## src/hdl/prs_pkg.sv

```systemverilog
// Shared types and constants for the polyline ribbon strip generator.
package prs_pkg;

    localparam int MAX_POINTS_DEF = 16;

    localparam logic OPC_PUSH  = 1'b0;
    localparam logic OPC_CLEAR = 1'b1;

    localparam logic [1:0] REG_MAX_POINTS     = 2'd0;
    localparam logic [1:0] REG_HALF_THICKNESS = 2'd1;
    localparam logic [1:0] REG_FADE_POINTS    = 2'd2;
    localparam logic [1:0] REG_BASE_ALPHA     = 2'd3;

    localparam logic [4:0] NORM_LAST = 5'd5;
    localparam logic [4:0] SQRT_LAST = 5'd31;
    localparam logic [4:0] DIV_LAST  = 5'd25;

    typedef enum logic [3:0] {
        S_IDLE, S_CHECK, S_LD0, S_LD1, S_LDI, S_DIFF, S_NORM, S_SQ,
        S_SUM, S_SQRT, S_MUL, S_DIVLD, S_DIV, S_EMITL, S_EMITR, S_NEXT
    } t_state;

    typedef enum logic [3:0] {
        OP_NONE, OP_PUSH, OP_CLEAR, OP_INIT, OP_CAP_CUR, OP_CAP_NBR, OP_NEXT,
        OP_DIFF, OP_NORM, OP_SQ, OP_SUM, OP_SQRT, OP_MUL, OP_DIVLD, OP_DIV,
        OP_EMIT
    } t_op;

    typedef enum logic [1:0] {
        RD_NONE, RD_AGE0, RD_AGE1, RD_NEXT
    } t_rd;

    typedef struct packed {
        t_op        op;
        t_rd        rd;
        logic [4:0] step;
        logic       side;
    } t_cmd;

    typedef struct packed {
        logic m_zero;
        logic few;
        logic last_pt;
        logic out_free;
    } t_stat;

endpackage

```

## src/hdl/prs_ctrl.sv

```systemverilog
// Sequencer for the ribbon generator: walks each held point through the datapath.
module prs_ctrl (
    input  logic           i_clk,
    input  logic           i_rst_n,
    input  logic           i_in_valid,
    input  logic           i_opcode,
    input  prs_pkg::t_stat i_stat,
    output logic           o_in_stall,
    output prs_pkg::t_cmd  o_cmd
);

    prs_pkg::t_state r_state, n_state;
    logic [4:0]      r_cnt, n_cnt;

    always_ff @(posedge i_clk) begin
        if (!i_rst_n) begin
            r_state <= prs_pkg::S_IDLE;
            r_cnt   <= '0;
        end else begin
            r_state <= n_state;
            r_cnt   <= n_cnt;
        end
    end

    always_comb begin
        n_state    = r_state;
        n_cnt      = r_cnt;
        o_cmd.op   = prs_pkg::OP_NONE;
        o_cmd.rd   = prs_pkg::RD_NONE;
        o_cmd.step = r_cnt;
        o_cmd.side = 1'b0;
        o_in_stall = (r_state != prs_pkg::S_IDLE);
        unique case (r_state)
            prs_pkg::S_IDLE: begin
                if (i_in_valid) begin
                    if (i_opcode == prs_pkg::OPC_CLEAR) begin
                        o_cmd.op = prs_pkg::OP_CLEAR;
                    end else begin
                        o_cmd.op = prs_pkg::OP_PUSH;
                        n_state  = prs_pkg::S_CHECK;
                    end
                end
            end
            prs_pkg::S_CHECK: begin
                if (i_stat.few) begin
                    n_state = prs_pkg::S_IDLE;
                end else begin
                    o_cmd.op = prs_pkg::OP_INIT;
                    o_cmd.rd = prs_pkg::RD_AGE0;
                    n_state  = prs_pkg::S_LD0;
                end
            end
            prs_pkg::S_LD0: begin
                o_cmd.op = prs_pkg::OP_CAP_CUR;
                o_cmd.rd = prs_pkg::RD_AGE1;
                n_state  = prs_pkg::S_LD1;
            end
            prs_pkg::S_LD1: begin
                o_cmd.op = prs_pkg::OP_CAP_NBR;
                n_state  = prs_pkg::S_DIFF;
            end
            prs_pkg::S_LDI: begin
                o_cmd.op = prs_pkg::OP_CAP_CUR;
                n_state  = prs_pkg::S_DIFF;
            end
            prs_pkg::S_DIFF: begin
                o_cmd.op = prs_pkg::OP_DIFF;
                n_cnt    = '0;
                n_state  = prs_pkg::S_NORM;
            end
            prs_pkg::S_NORM: begin
                o_cmd.op = prs_pkg::OP_NORM;
                if (r_cnt == '0 && i_stat.m_zero) begin
                    n_state = prs_pkg::S_MUL;
                end else if (r_cnt == prs_pkg::NORM_LAST) begin
                    n_state = prs_pkg::S_SQ;
                end else begin
                    n_cnt = r_cnt + 5'd1;
                end
            end
            prs_pkg::S_SQ: begin
                o_cmd.op = prs_pkg::OP_SQ;
                n_state  = prs_pkg::S_SUM;
            end
            prs_pkg::S_SUM: begin
                o_cmd.op = prs_pkg::OP_SUM;
                n_cnt    = '0;
                n_state  = prs_pkg::S_SQRT;
            end
            prs_pkg::S_SQRT: begin
                o_cmd.op = prs_pkg::OP_SQRT;
                if (r_cnt == prs_pkg::SQRT_LAST) begin
                    n_state = prs_pkg::S_MUL;
                end else begin
                    n_cnt = r_cnt + 5'd1;
                end
            end
            prs_pkg::S_MUL: begin
                o_cmd.op = prs_pkg::OP_MUL;
                n_state  = prs_pkg::S_DIVLD;
            end
            prs_pkg::S_DIVLD: begin
                o_cmd.op = prs_pkg::OP_DIVLD;
                n_cnt    = '0;
                n_state  = prs_pkg::S_DIV;
            end
            prs_pkg::S_DIV: begin
                o_cmd.op = prs_pkg::OP_DIV;
                if (r_cnt == prs_pkg::DIV_LAST) begin
                    n_state = prs_pkg::S_EMITL;
                end else begin
                    n_cnt = r_cnt + 5'd1;
                end
            end
            prs_pkg::S_EMITL: begin
                if (i_stat.out_free) begin
                    o_cmd.op = prs_pkg::OP_EMIT;
                    n_state  = prs_pkg::S_EMITR;
                end
            end
            prs_pkg::S_EMITR: begin
                o_cmd.side = 1'b1;
                if (i_stat.out_free) begin
                    o_cmd.op = prs_pkg::OP_EMIT;
                    n_state  = prs_pkg::S_NEXT;
                end
            end
            prs_pkg::S_NEXT: begin
                if (i_stat.last_pt) begin
                    n_state = prs_pkg::S_IDLE;
                end else begin
                    o_cmd.op = prs_pkg::OP_NEXT;
                    o_cmd.rd = prs_pkg::RD_NEXT;
                    n_state  = prs_pkg::S_LDI;
                end
            end
            default: n_state = prs_pkg::S_IDLE;
        endcase
    end

    a_emit_free: assert property (@(posedge i_clk) disable iff (!i_rst_n)
        o_cmd.op == prs_pkg::OP_EMIT |-> i_stat.out_free)
        else $error("vertex loaded while output busy");

    a_norm_bound: assert property (@(posedge i_clk) disable iff (!i_rst_n)
        r_state == prs_pkg::S_NORM |-> r_cnt <= prs_pkg::NORM_LAST)
        else $error("normalize step overrun");

    a_right_after_left: assert property (@(posedge i_clk) disable iff (!i_rst_n)
        (r_state == prs_pkg::S_EMITL && i_stat.out_free) |=> r_state == prs_pkg::S_EMITR)
        else $error("right vertex does not follow left");

endmodule

```

## config.mk

```make
export PLATFORM = sky130hd
export DESIGN_NAME = prs_ctrl
export DESIGN_NICKNAME = d
export VERILOG_FILES = /design/src/hdl/prs_pkg.sv /design/src/hdl/prs_ctrl.sv
export SDC_FILE = /design/constraint.sdc
export NUM_CORES = 1
export LEC_CHECK = 0
export ABC_AREA = 1
export ABC_CLOCK_PERIOD_IN_PS = 3550
export BUFFER_PORTS_ARGS = -buffer_cell sky130_fd_sc_hd__buf_4
export CAP_MARGIN = 20
export CORE_ASPECT_RATIO = 0.75
export CORE_MARGIN = 5
export CORE_UTILIZATION = 50
export CTS_CLUSTER_DIAMETER = 50
export DETAILED_ROUTE_END_ITERATION = 12
export GPL_ROUTABILITY_DRIVEN = 0
export PLACE_DENSITY = 0.75
export SLEW_MARGIN = 20
export SYNTH_ARGS = -nofsm -noshare
export SYNTH_HDL_FRONTEND = slang
export SYNTH_SLANG_ARGS = --single-unit
```

## constraint.sdc

```tcl
create_clock -name i_clk -period 3.55 [get_ports i_clk]
set_input_delay 0.8875 -clock i_clk [delete_from_list [all_inputs] [get_ports i_clk]]
set_output_delay 0.8875 -clock i_clk [all_outputs]
set_load 0.005 [all_outputs]
```

# == After elaboration in Yosys (flattened, before gate mapping) ==
# Index checks and enable logic that the tools add are counted.
# word_totals
regBits,9
latchBits,0
mem_bits_rw,0
rom_bits,0
in_bits,8
memories,0
# op_classes
addsub,1
multipliers,0
n_div,0
n_lt_le_gt_ge,0
eq_ne,29
shift,0
muxes,24
bitwise,0
reduce_logical,11
# ops
op,n
$pmux 4 s15,1
$pmux 4 s14,1
$mux 4,10
$eq 4x4->1 const B,8
$mux 5,5
$ne 2x2->1 const B,10
$pmux 5 s4,1
$eq 4x3->1 const B,4
$eq 5x5->1 const B,2
$eq 4x2->1 const B,2
$reduce_bool 4->1,2
$reduce_and 7->1,1
$mux 2,3
$pmux 2 s3,1
$reduce_or 2->1,3
$add 5x1->5 const B,1
$eq 5x3->1 const B,1
$logic_not 5->1,1
$reduce_and 5->1,1
$eq 4x1->1 const B,1
$logic_not 4->1,1
$mux 3,1
$ne 3x3->1 const B,1
$reduce_or 3->1,1
2 further kinds,2

# == Longest topological paths before layout ==
# Gate-level depths: netlist of run 1.
# depth
word_depth,4
ltp_mapped,11

# == Worst setup path before layout of run 1 ==
# OpenSTA, ideal clock, no wires.
# synth_path
kind,input-to-output
startpoint,in i_stat[2] (netlist name)
endpoint,out o_cmd[8] (netlist name)
arrival_time_ns,1.275
required_time_ns,2.663
path_slack_ns,1.388
path_stages,3
path_buffers,0
path_cell_list,inv_1 -> o211ai_1 -> a41oi_1
# synth_rtl
item,line,text
from (decl),prs_ctrl.sv:7,"input prs_pkg::t_stat i_stat,"
to (decl),prs_ctrl.sv:9,output prs_pkg::t_cmd o_cmd

==> results of run 1 <==
-- routing by layer --
metal  track usage [%]  vias to the layer above  wire (um)  part of all wire, %
met4             6.787                        0         10                 0.41
li1                  -                      537          -                    -
met1             26.10                      437       1183                   49
met2             30.72                       40       1028                   42
met3             4.945                        2        215                  8.8
met5                 0                        -          0                    0
-- stage by stage --
| step | setup WS, ns | hold slack (ns) |
|---|---|---|
| after global routing | 0.8672 | 0.6146 |
| after detailed placement | 1.058 | 0.5619 |
| after floorplan | 1.388 | 0.5301 |
| final | 0.9393 | 0.5747 |
| after global placement | 1.063 | 0.5498 |
| after CTS | 1.002 | 0.5702 |
-- registers in the layout, indices dropped and copies added (netlist names) --
name     flops
r_cnt        5
r_state      4
-- cell usage after synthesis, drive strengths merged --
library cell  number
a21oi              9
a31oi              1
a41oi              2
buf                2
dfxtp              9
ha                 4
inv               20
nand2             45
nand3             11
nand3b             1
nand4              4
nor2              31
nor3               2
o211ai             3
o21ai              6
o31ai              1
xnor2              1
-- cell type report --
type                    instances  area, um2  area share, %
clock buffers                   4      26.28          2.405
multi-input cells             121      633.1          57.96
inverters                      20      75.07          6.873
well taps                      22      27.53          2.520
repair buffers                 20      150.1          13.75
flip-flops and latches          9      180.2          16.49
-- report_power, final --
group	leakage, nW	total, mW	internal [mW]	switching (mW)
combinational	0.444	0.362	0.152	0.210
sequential	0.0732	0.168	0.124	0.0443
clock	0.0150	0.0759	0.0431	0.0328
-- worst min path at each step --
stage / to / slack, ns / depth (start not counted)
final: r_cnt[4] / 0.57 / 2
after global routing: r_cnt[3] / 0.61 / 2
after CTS: r_cnt[4] / 0.57 / 2
after detailed placement: r_cnt[4] / 0.56 / 2
after global placement: r_cnt[3] / 0.55 / 2
after floorplan: r_cnt[3] / 0.53 / 2
-- layout by cell type (no fill, tap or decap) --
cell type	instances
nor2_4	1
buf_4	20
a21oi_2	1
inv_1	18
o211ai_1	3
o21ai_0	6
xnor2_1	1
o31ai_1	1
nand3_1	9
ha_1	4
clkbuf_1	1
dfxtp_1	9
nand3b_1	1
clkbuf_4	3
nor2_1	25
nand4_1	4
nand2_1	42
a21oi_1	8
a31oi_1	1
nor3_1	2
inv_2	2
a41oi_1	2
nand2_2	3
nor2_8	1
nand3_2	1
nand3_4	1
nor2_2	4
-- cells by family (layout without fill, tap and decap cells) --
kind of cell | Yosys count | count (layout) | synth area share [%]
flops | 9 | 9 | 19.86
fa+ha+maj | 4 | 4 | 5.517
buf+inv | 22 | 44 | 10.34
compound gates | 22 | 22 | 14.62
xor+xnor | 1 | 1 | 0.9657
simple gates | 94 | 94 | 48.69
-- worst max-delay path, stage by stage (launching register included) --
cell and delay, ns:
dfxtp_1 0.55, nand2_1 0.20, nand2_1 0.20, nor2_2 0.07, a21oi_1 0.19, o211ai_1 0.11
buf_4 0.15
==> results.toml, run 1 <==
[setup_path]
endpoint_kind = "primary output"
r2r_slack_ns = 1.84
cp.arrival_ns = 1.72
r2r_cells = 10
crit_fanout = 8
crit_path_start_kind = "flip-flop"
critPathKind = "reg -> out"
worstSetupEndpoint = "o_cmd[10]"
reg2reg_from = "r_cnt[0]"
startpoint = "r_state[1]"
rr_endpoint = "r_state[0]"
cp.required_ns = 2.66

[place]
port_buffers = 20
placed_area_um2 = 1066
hpwl_um = 1999
dp_cells = 192

[timing]
rsz0062_at_grt = "false"
min_period_ns = 2.611
drv_slew = 0
fin_tns_setup_ns = 0
fin_crit_sh_pct = 73.54
hold_viol_final = 0
finClkSkew_ns = 0.003062
slew_headroom_pct = 74.46
setup_viol = 0
tightest_slew_ns = 0.3826
timing.fmax_ghz = 0.3830

[drt]
routed_wl_um = 2438
wl_per_cell_um = 12.44
vias = 1016
remaining_drc_errors = 0
firstDrtPassIters = 4
viasPerCell = 5.184
drtIter0Drc = 74
postRouteAntennaNets = 0

[cells_and_area]
drive_gt1_share_pct = 21.26
num_antenna_cells = 0
final_cell_count_no_fill = 196
layout.nets = 187
fin_area_um2 = 1092
fin_util_pct = 63.35
syn_to_final_growth_pct = 20.41
fill_cells = 165

[cts]
cts_buffers = 3
clock-sinks = 9
clockRootBuffer = "clkbuf_4"
cts_hold_buffers = 0
cts_buffer_depth = 2
clk_pin_slew_worst_paths_ns = 0.06
clk_latency_ns = 0.25
post_cts_buffers = 0
cts.htree.levels = 1
cts_resized = 0
cts_tree = "done"

[yosys]
syn_nets = 164
synth_top_area_share_pct = 19.86
synthCells = 152
seq_area_frac_synth_pct = 19.86
synth_area_leader_cell = "dfxtp_1"
synth-seq-cells = 9
yosysWarnings = 0
yosysUniqueCellTypes = 26
avgSynthCellArea_um2 = 5.968
synth_area_leaders = "dfxtp_1, nand2_1, nor2_1"
mappedNetlistArea_um2 = 907.1

[status]
status = "completed"

[floorplanning]
initial_utilization_pct = 52.61
die_width_um = 59.19
core_area_um2 = 1724
num_rows = 13
dieArea_um2 = 2775
ios = 21
die_y_um = 46.89

[global_route]
grt_usage_pct = 19.50
grt_max_degree = 11
grt_pass1_vias = 960
antenna_found_initial = 0
grt_remaining_overflow = 0
grt_first_pass_wirelength_um = 4112

[power_and_ir_drop]
power.total_mw = 0.6057
p_leak_nw = 0.5322
power_density_nw_per_um2 = 554.5
vdd_drop_max_mv = 0.3705

[hold_path]
hp-class = "reg -> reg"
min_from = "r_cnt[4]"

[run]
maxCapViolations = 0
(Power assumes the default switching activity.)
==> run 2: changes to the inputs <==
--- a/config.mk
+++ b/config.mk
@@ -6,7 +6,7 @@
 export NUM_CORES = 1
 export LEC_CHECK = 0
 export ABC_AREA = 1
-export ABC_CLOCK_PERIOD_IN_PS = 3550
+export ABC_CLOCK_PERIOD_IN_PS = 2450
 export BUFFER_PORTS_ARGS = -buffer_cell sky130_fd_sc_hd__buf_4
 export CAP_MARGIN = 20
 export CORE_ASPECT_RATIO = 0.75
==> constraint.sdc (replaced) <==
create_clock -name i_clk -period 2.45 [get_ports i_clk]
set_input_delay 0.6125 -clock i_clk [delete_from_list [all_inputs] [get_ports i_clk]]
set_output_delay 0.6125 -clock i_clk [all_outputs]
set_load 0.005 [all_outputs]
==> run 2 against run 1 <==
Via count increased by 2.8%; clock skew hardly changed; routed wire length shrank 1.8%; global-route usage down 1.6 points; final area did not move; hold slack better by 0.0037 ns; sequential power rose by 44%; largest cell class unchanged; combinational power grew 43%; critical path depth grew 1; setup slack lost 0.77 ns.
==> results.toml, run 2 (same netlist as run 1, synthesis figures left out) <==
[cells_and_area]
syn_to_final_growth_pct = 20.41
num_antenna_cells = 0
fill_cells = 177
fin_area_um2 = 1092
multi_input_area_um2 = 633.1
top_register = "r_cnt"
drive_gt1_share_pct = 21.26
layout_common_cells = "nand2_1, nor2_1, buf_4"
fin_util_pct = 63.35
largest_reg_flops = 5
final_common_cell = "nand2_1"
top_regs = "r_cnt x5, r_state x4"
layout.nets = 187
seq_area_um2 = 180.2

[cts]
cts_resized = 0
clockRootBuffer = "clkbuf_4"
cts_hold_buffers = 0
cts_buffer_depth = 2
cts.htree.levels = 1
clk_latency_ns = 0.25
cts_buffers = 3
clock-sinks = 9
cts_tree = "done"
clk_pin_slew_worst_paths_ns = 0.06
post_cts_buffers = 0

[global_route]
grt_max_degree = 11
grt_usage_pct = 17.85
grt_remaining_overflow = 0
grt_first_pass_wirelength_um = 3808
antenna_found_initial = 0
grt_pass1_vias = 867

[timing]
tightest_slew_ns = 0.3906
hold_slack_ns = 0.5784
rsz0062_at_grt = "false"
timing.fmax_ghz = 0.4384
fin_tns_setup_ns = 0
fin_crit_sh_pct = 93.10
hold_viol_final = 0
slew_headroom_pct = 73.87
setup_viol = 0
finClkSkew_ns = 0.003168
drv_slew = 0
min_period_ns = 2.281

[drt]
firstDrtPassIters = 5
wl_per_cell_um = 12.22
remaining_drc_errors = 0
drtIter0Drc = 52
viasPerCell = 5.327
routed_wl_um = 2395
vias = 1044
postRouteAntennaNets = 0

[status]
status = "completed"

[place]
hpwl_um = 1947
port_buffers = 20
placed_area_um2 = 1066

[floorplanning]
ios = 21
num_rows = 13
die_width_um = 59.19
dieArea_um2 = 2775
die_y_um = 46.89
core_area_um2 = 1724
initial_utilization_pct = 52.61

[setup_path]
endpoint_kind = "primary output"
crit_path_start_kind = "flip-flop"
cp.arrival_ns = 1.67
cp.required_ns = 1.84
crit_fanout = 7
critPathKind = "reg -> out"

[power_and_ir_drop]
power_density_nw_per_um2 = 794.0
power.total_mw = 0.8673
vdd_drop_max_mv = 0.7840
p_leak_nw = 0.5322

[run]
maxCapViolations = 0

[hold_path]
hp-class = "reg -> reg"
-- run 2: cell counts in the layout (fill, tap and decap cells not counted) --
No cell type changed its count.
-- run 2: metrics by stage --
stage	std cells	setup slack, ns
floorplan	152	0.7665
global placement	192	0.5202
detailed placement	192	0.4813
CTS	196	0.2083
global route	196	0.05168
finish	196	0.1689
-- run 2: critical path, cell delays in order, from the launching register on --
cell and delay (ns):
dfxtp_1 0.42, nand2_1 0.18, inv_1 0.11, nand2_1 0.11, nor2_2 0.15, nand2_1 0.10, a41oi_1 0.21, buf_4 0.15
-- run 2: where the power goes --
part / switching [mW] / total, mW / internal [mW]
sequential: 0.0631 / 0.242 / 0.179
clock: 0.0440 / 0.106 / 0.0623
combinational: 0.298 / 0.519 / 0.221
-- run 2: final timing paths --
| kind | startpoint | endpoint | slack [ns] | cells after the start |
|---|---|---|---|---|
| worst min register to register | r_cnt[3] | r_cnt[3] | 0.58 | 2 |
| worst max-delay path | r_state[2] | o_cmd[8] | 0.17 | 7 |
| worst max register to register | r_cnt[0] | r_state[0] | 0.73 | 10 |
| worst min-delay path | r_cnt[3] | r_cnt[3] | 0.58 | 2 |
-- run 2: cell type report --
cell class / count / area share (%)
repair buffers: 20 / 13.75
well taps: 22 / 2.520
clock buffers: 4 / 2.405
inverters: 20 / 6.873
flip-flops and latches: 9 / 16.49
multi-input cells: 121 / 57.96
-- run 2: metal layers --
metal	part of all wire, %	track usage, %	vias up
met5	0	0	-
met4	0.42	3.167	0
met3	8.1	3.297	2
met2	42	26.80	44
met1	49	26.71	460
li1	-	-	538
==> run 3: changes to the inputs <==
--- a/config.mk
+++ b/config.mk
@@ -5,7 +5,6 @@
 export SDC_FILE = /design/constraint.sdc
 export NUM_CORES = 1
 export LEC_CHECK = 0
-export ABC_AREA = 1
 export ABC_CLOCK_PERIOD_IN_PS = 2450
 export BUFFER_PORTS_ARGS = -buffer_cell sky130_fd_sc_hd__buf_4
 export CAP_MARGIN = 20
@@ -15,7 +14,7 @@
 export CTS_CLUSTER_DIAMETER = 50
 export DETAILED_ROUTE_END_ITERATION = 12
 export GPL_ROUTABILITY_DRIVEN = 0
-export PLACE_DENSITY = 0.75
+export PLACE_DENSITY = 0.74
 export SLEW_MARGIN = 20
 export SYNTH_ARGS = -nofsm -noshare
 export SYNTH_HDL_FRONTEND = slang
==> run 3 against run 2 <==
Register-to-register slack lost 0.33 ns; die area grew 11%; utilization shrank 1.3 points; critical path depth shrank 2; clock power grew 10%; sequential share of layout area shrank 1.6 points; combinational power grew 16%; global-route usage shrank 0.66 points; flip-flop and latch count is the same.
==> results.toml, run 3 <==
[setup_path]
worstPathCellList = "or2_2 > o21ai_0 > nor2_1 > a2111oi_1 > buf_4"
cpPeakStageDelay_ns = 0.37
critPathKind = "reg -> out"
crit_path_start_kind = "flip-flop"
crit_fanout = 5
path_buf_inv = 1
path_delay_family = "compound AO/OA/AOI/OAI gates"
cp.arrival_ns = 1.71
endpoint_kind = "primary output"
crit_slowest_cell = "a2111oi_1"
cp.required_ns = 1.84

[drt]
remaining_drc_errors = 0
wl_per_cell_um = 14.98
viasPerCell = 6.226
postRouteAntennaNets = 0
firstDrtPassIters = 4
drtIter0Drc = 81
routed_wl_um = 2651
vias = 1102

[hold_path]
hp-class = "reg -> reg"

[cells_and_area]
fill_cells = 180
seq_area_um2 = 182.7
top_register = "r_cnt"
top_regs = "r_cnt x5, r_state x4"
layout.nets = 166
num_antenna_cells = 0
multi_input_area_um2 = 757.0
drive_gt1_share_pct = 28.10
largest_reg_flops = 5
final_common_cell = "buf_4"
layout_common_cells = "buf_4, nand2_1, nor2_1"
syn_to_final_growth_pct = 19.76

[cts]
cts.htree.levels = 1
clk_latency_ns = 0.27
clockRootBuffer = "clkbuf_4"
cts_tree = "done"
cts_hold_buffers = 0
post_cts_buffers = 0
cts_buffers = 3
clock-sinks = 9
cts_buffer_depth = 2
cts_resized = 0
clk_pin_slew_worst_paths_ns = 0.06

[timing]
slew_headroom_pct = 66.75
timing.fmax_ghz = 0.4303
drv_slew = 0
setup_slack_ns = 0.1260
fin_tns_setup_ns = 0
fin_crit_sh_pct = 94.86
setup_viol = 0
tightest_slew_ns = 0.4978
min_period_ns = 2.324
hold_viol_final = 0
finClkSkew_ns = 0.004323
rsz0062_at_grt = "false"

[floorplanning]
num_rows = 14
die_width_um = 62.31
dieArea_um2 = 3067
die_y_um = 49.23
initial_utilization_pct = 51.83
core_area_um2 = 1979
ios = 21

[global_route]
grt_max_degree = 23
antenna_found_initial = 0
grt_pass1_vias = 935
grt_first_pass_wirelength_um = 4381
grt_usage_pct = 17.20
grt_remaining_overflow = 0

[yosys]
ys_dominant_reg_cell = "dfxtp_1"
mappedNetlistArea_um2 = 1026
synthArstFlopShare_pct = 0
avgSynthCellArea_um2 = 7.773
yosysUniqueCellTypes = 52
synth_top_area_share_pct = 17.56
synth_area_leader_cell = "dfxtp_1"
synthCells = 132
yosysMostFrequentCell = "nand2_1"
yosysWarnings = 0
seq_area_frac_synth_pct = 17.56
syn_nets = 144
synth_edf_count = 0
synth_common_cells = "nand2_1, dfxtp_1, nor2_1, nand3_1"
synth-seq-cells = 9
synth_area_leaders = "dfxtp_1, ha_1, mux2i_1"

[place]
hpwl_um = 1984
place_ws_ns = 0.3222
port_buffers = 20

[power_and_ir_drop]
power_density_nw_per_um2 = 759.7
vdd_drop_max_mv = 0.7547
power.total_mw = 0.9335
p_leak_nw = 0.5033

[run]
maxCapViolations = 0

[status]
status = "completed"
-- run 3: changes by cell type after synthesis, moves of 3 or more --
| cell | change |
|---|---|
| nand2_1 | -32 |
| nor2_1 | -16 |
| inv_1 | -11 |
| mux2i_1 | +5 |
| nor2_2 | -4 |
| buf_2 | +3 |
| clkbuf_1 | +3 |
| nand2_2 | -3 |
| nand2b_1 | +3 |
| nand4_1 | -3 |
| nor2b_1 | +3 |
| o211ai_1 | -3 |
| o32ai_2 | +3 |
-- run 3: metrics by stage --
| stage | utilization [%] | cells | hold slack, ns | cell area (um2) |
|---|---|---|---|---|
| after floorplan | - | 132 | 0.4907 | 1026 |
| after global placement | 60.56 | 173 | 0.4962 | 1199 |
| after detailed placement | 60.56 | 173 | 0.5008 | 1199 |
| after CTS | 61.88 | 177 | 0.5089 | 1225 |
| after global routing | 62.07 | 177 | 0.5438 | 1229 |
| final | 62.07 | 177 | 0.5079 | 1229 |
-- run 3: metal layers --
metal / GRT usage (%) / vias to the layer above / part of all wire (%)
met5: 0 / - / 0
met4: 3.180 / 0 / 0.64
met3: 5.069 / 2 / 8.0
met2: 23.10 / 51 / 44
met1: 26.47 / 507 / 47
li1: - / 542 / -
-- run 3: area by class of cell --
cell class | instances | share of cell area [%]
Sequential cell | 9 | 14.87
Multi-Input combinational cell | 105 | 61.61
Inverter | 8 | 2.444
Tap cell | 24 | 2.444
Clock buffer | 4 | 2.138
Timing Repair Buffer | 27 | 16.50
-- run 3: power breakdown --
part	total, mW	internal, mW	switching [mW]
logic	0.603	0.283	0.320
registers	0.214	0.172	0.0419
clock network	0.117	0.0629	0.0540
-- run 3: final timing paths --
kind	start	to	slack, ns	cells after the start
max	r_state[2]	o_cmd[8]	0.13	5
min	r_cnt[1]	r_cnt[1]	0.51	2
max reg2reg	r_cnt[0]	r_cnt[2]	0.40	7
min reg2reg	r_cnt[1]	r_cnt[1]	0.51	2
-- run 3: kinds of logic after synthesis --
family                   count (synthesis)  share of synthesized area, %
XOR/XNOR                                 2                         2.440
multiplexers                             5                         4.878
buffers and inverters                   18                         8.780
AND/OR/NAND/NOR                         55                         31.10
adder cells (fa/ha/maj)                  4                         4.878
AO/OA/AOI/OAI                           39                         30.37
flip-flops                               9                         17.56
-- run 3: worst register-to-register path: cells and delay by family, from the launching register on --
kind / cells / cell delay (ns)
buffers and inverters: 1 / 0.07
adder cells (fa/ha/maj): 2 / 0.46
AO/OA/AOI/OAI: 2 / 0.38
flip-flops: 1 / 0.36
AND/OR/NAND/NOR: 2 / 0.69
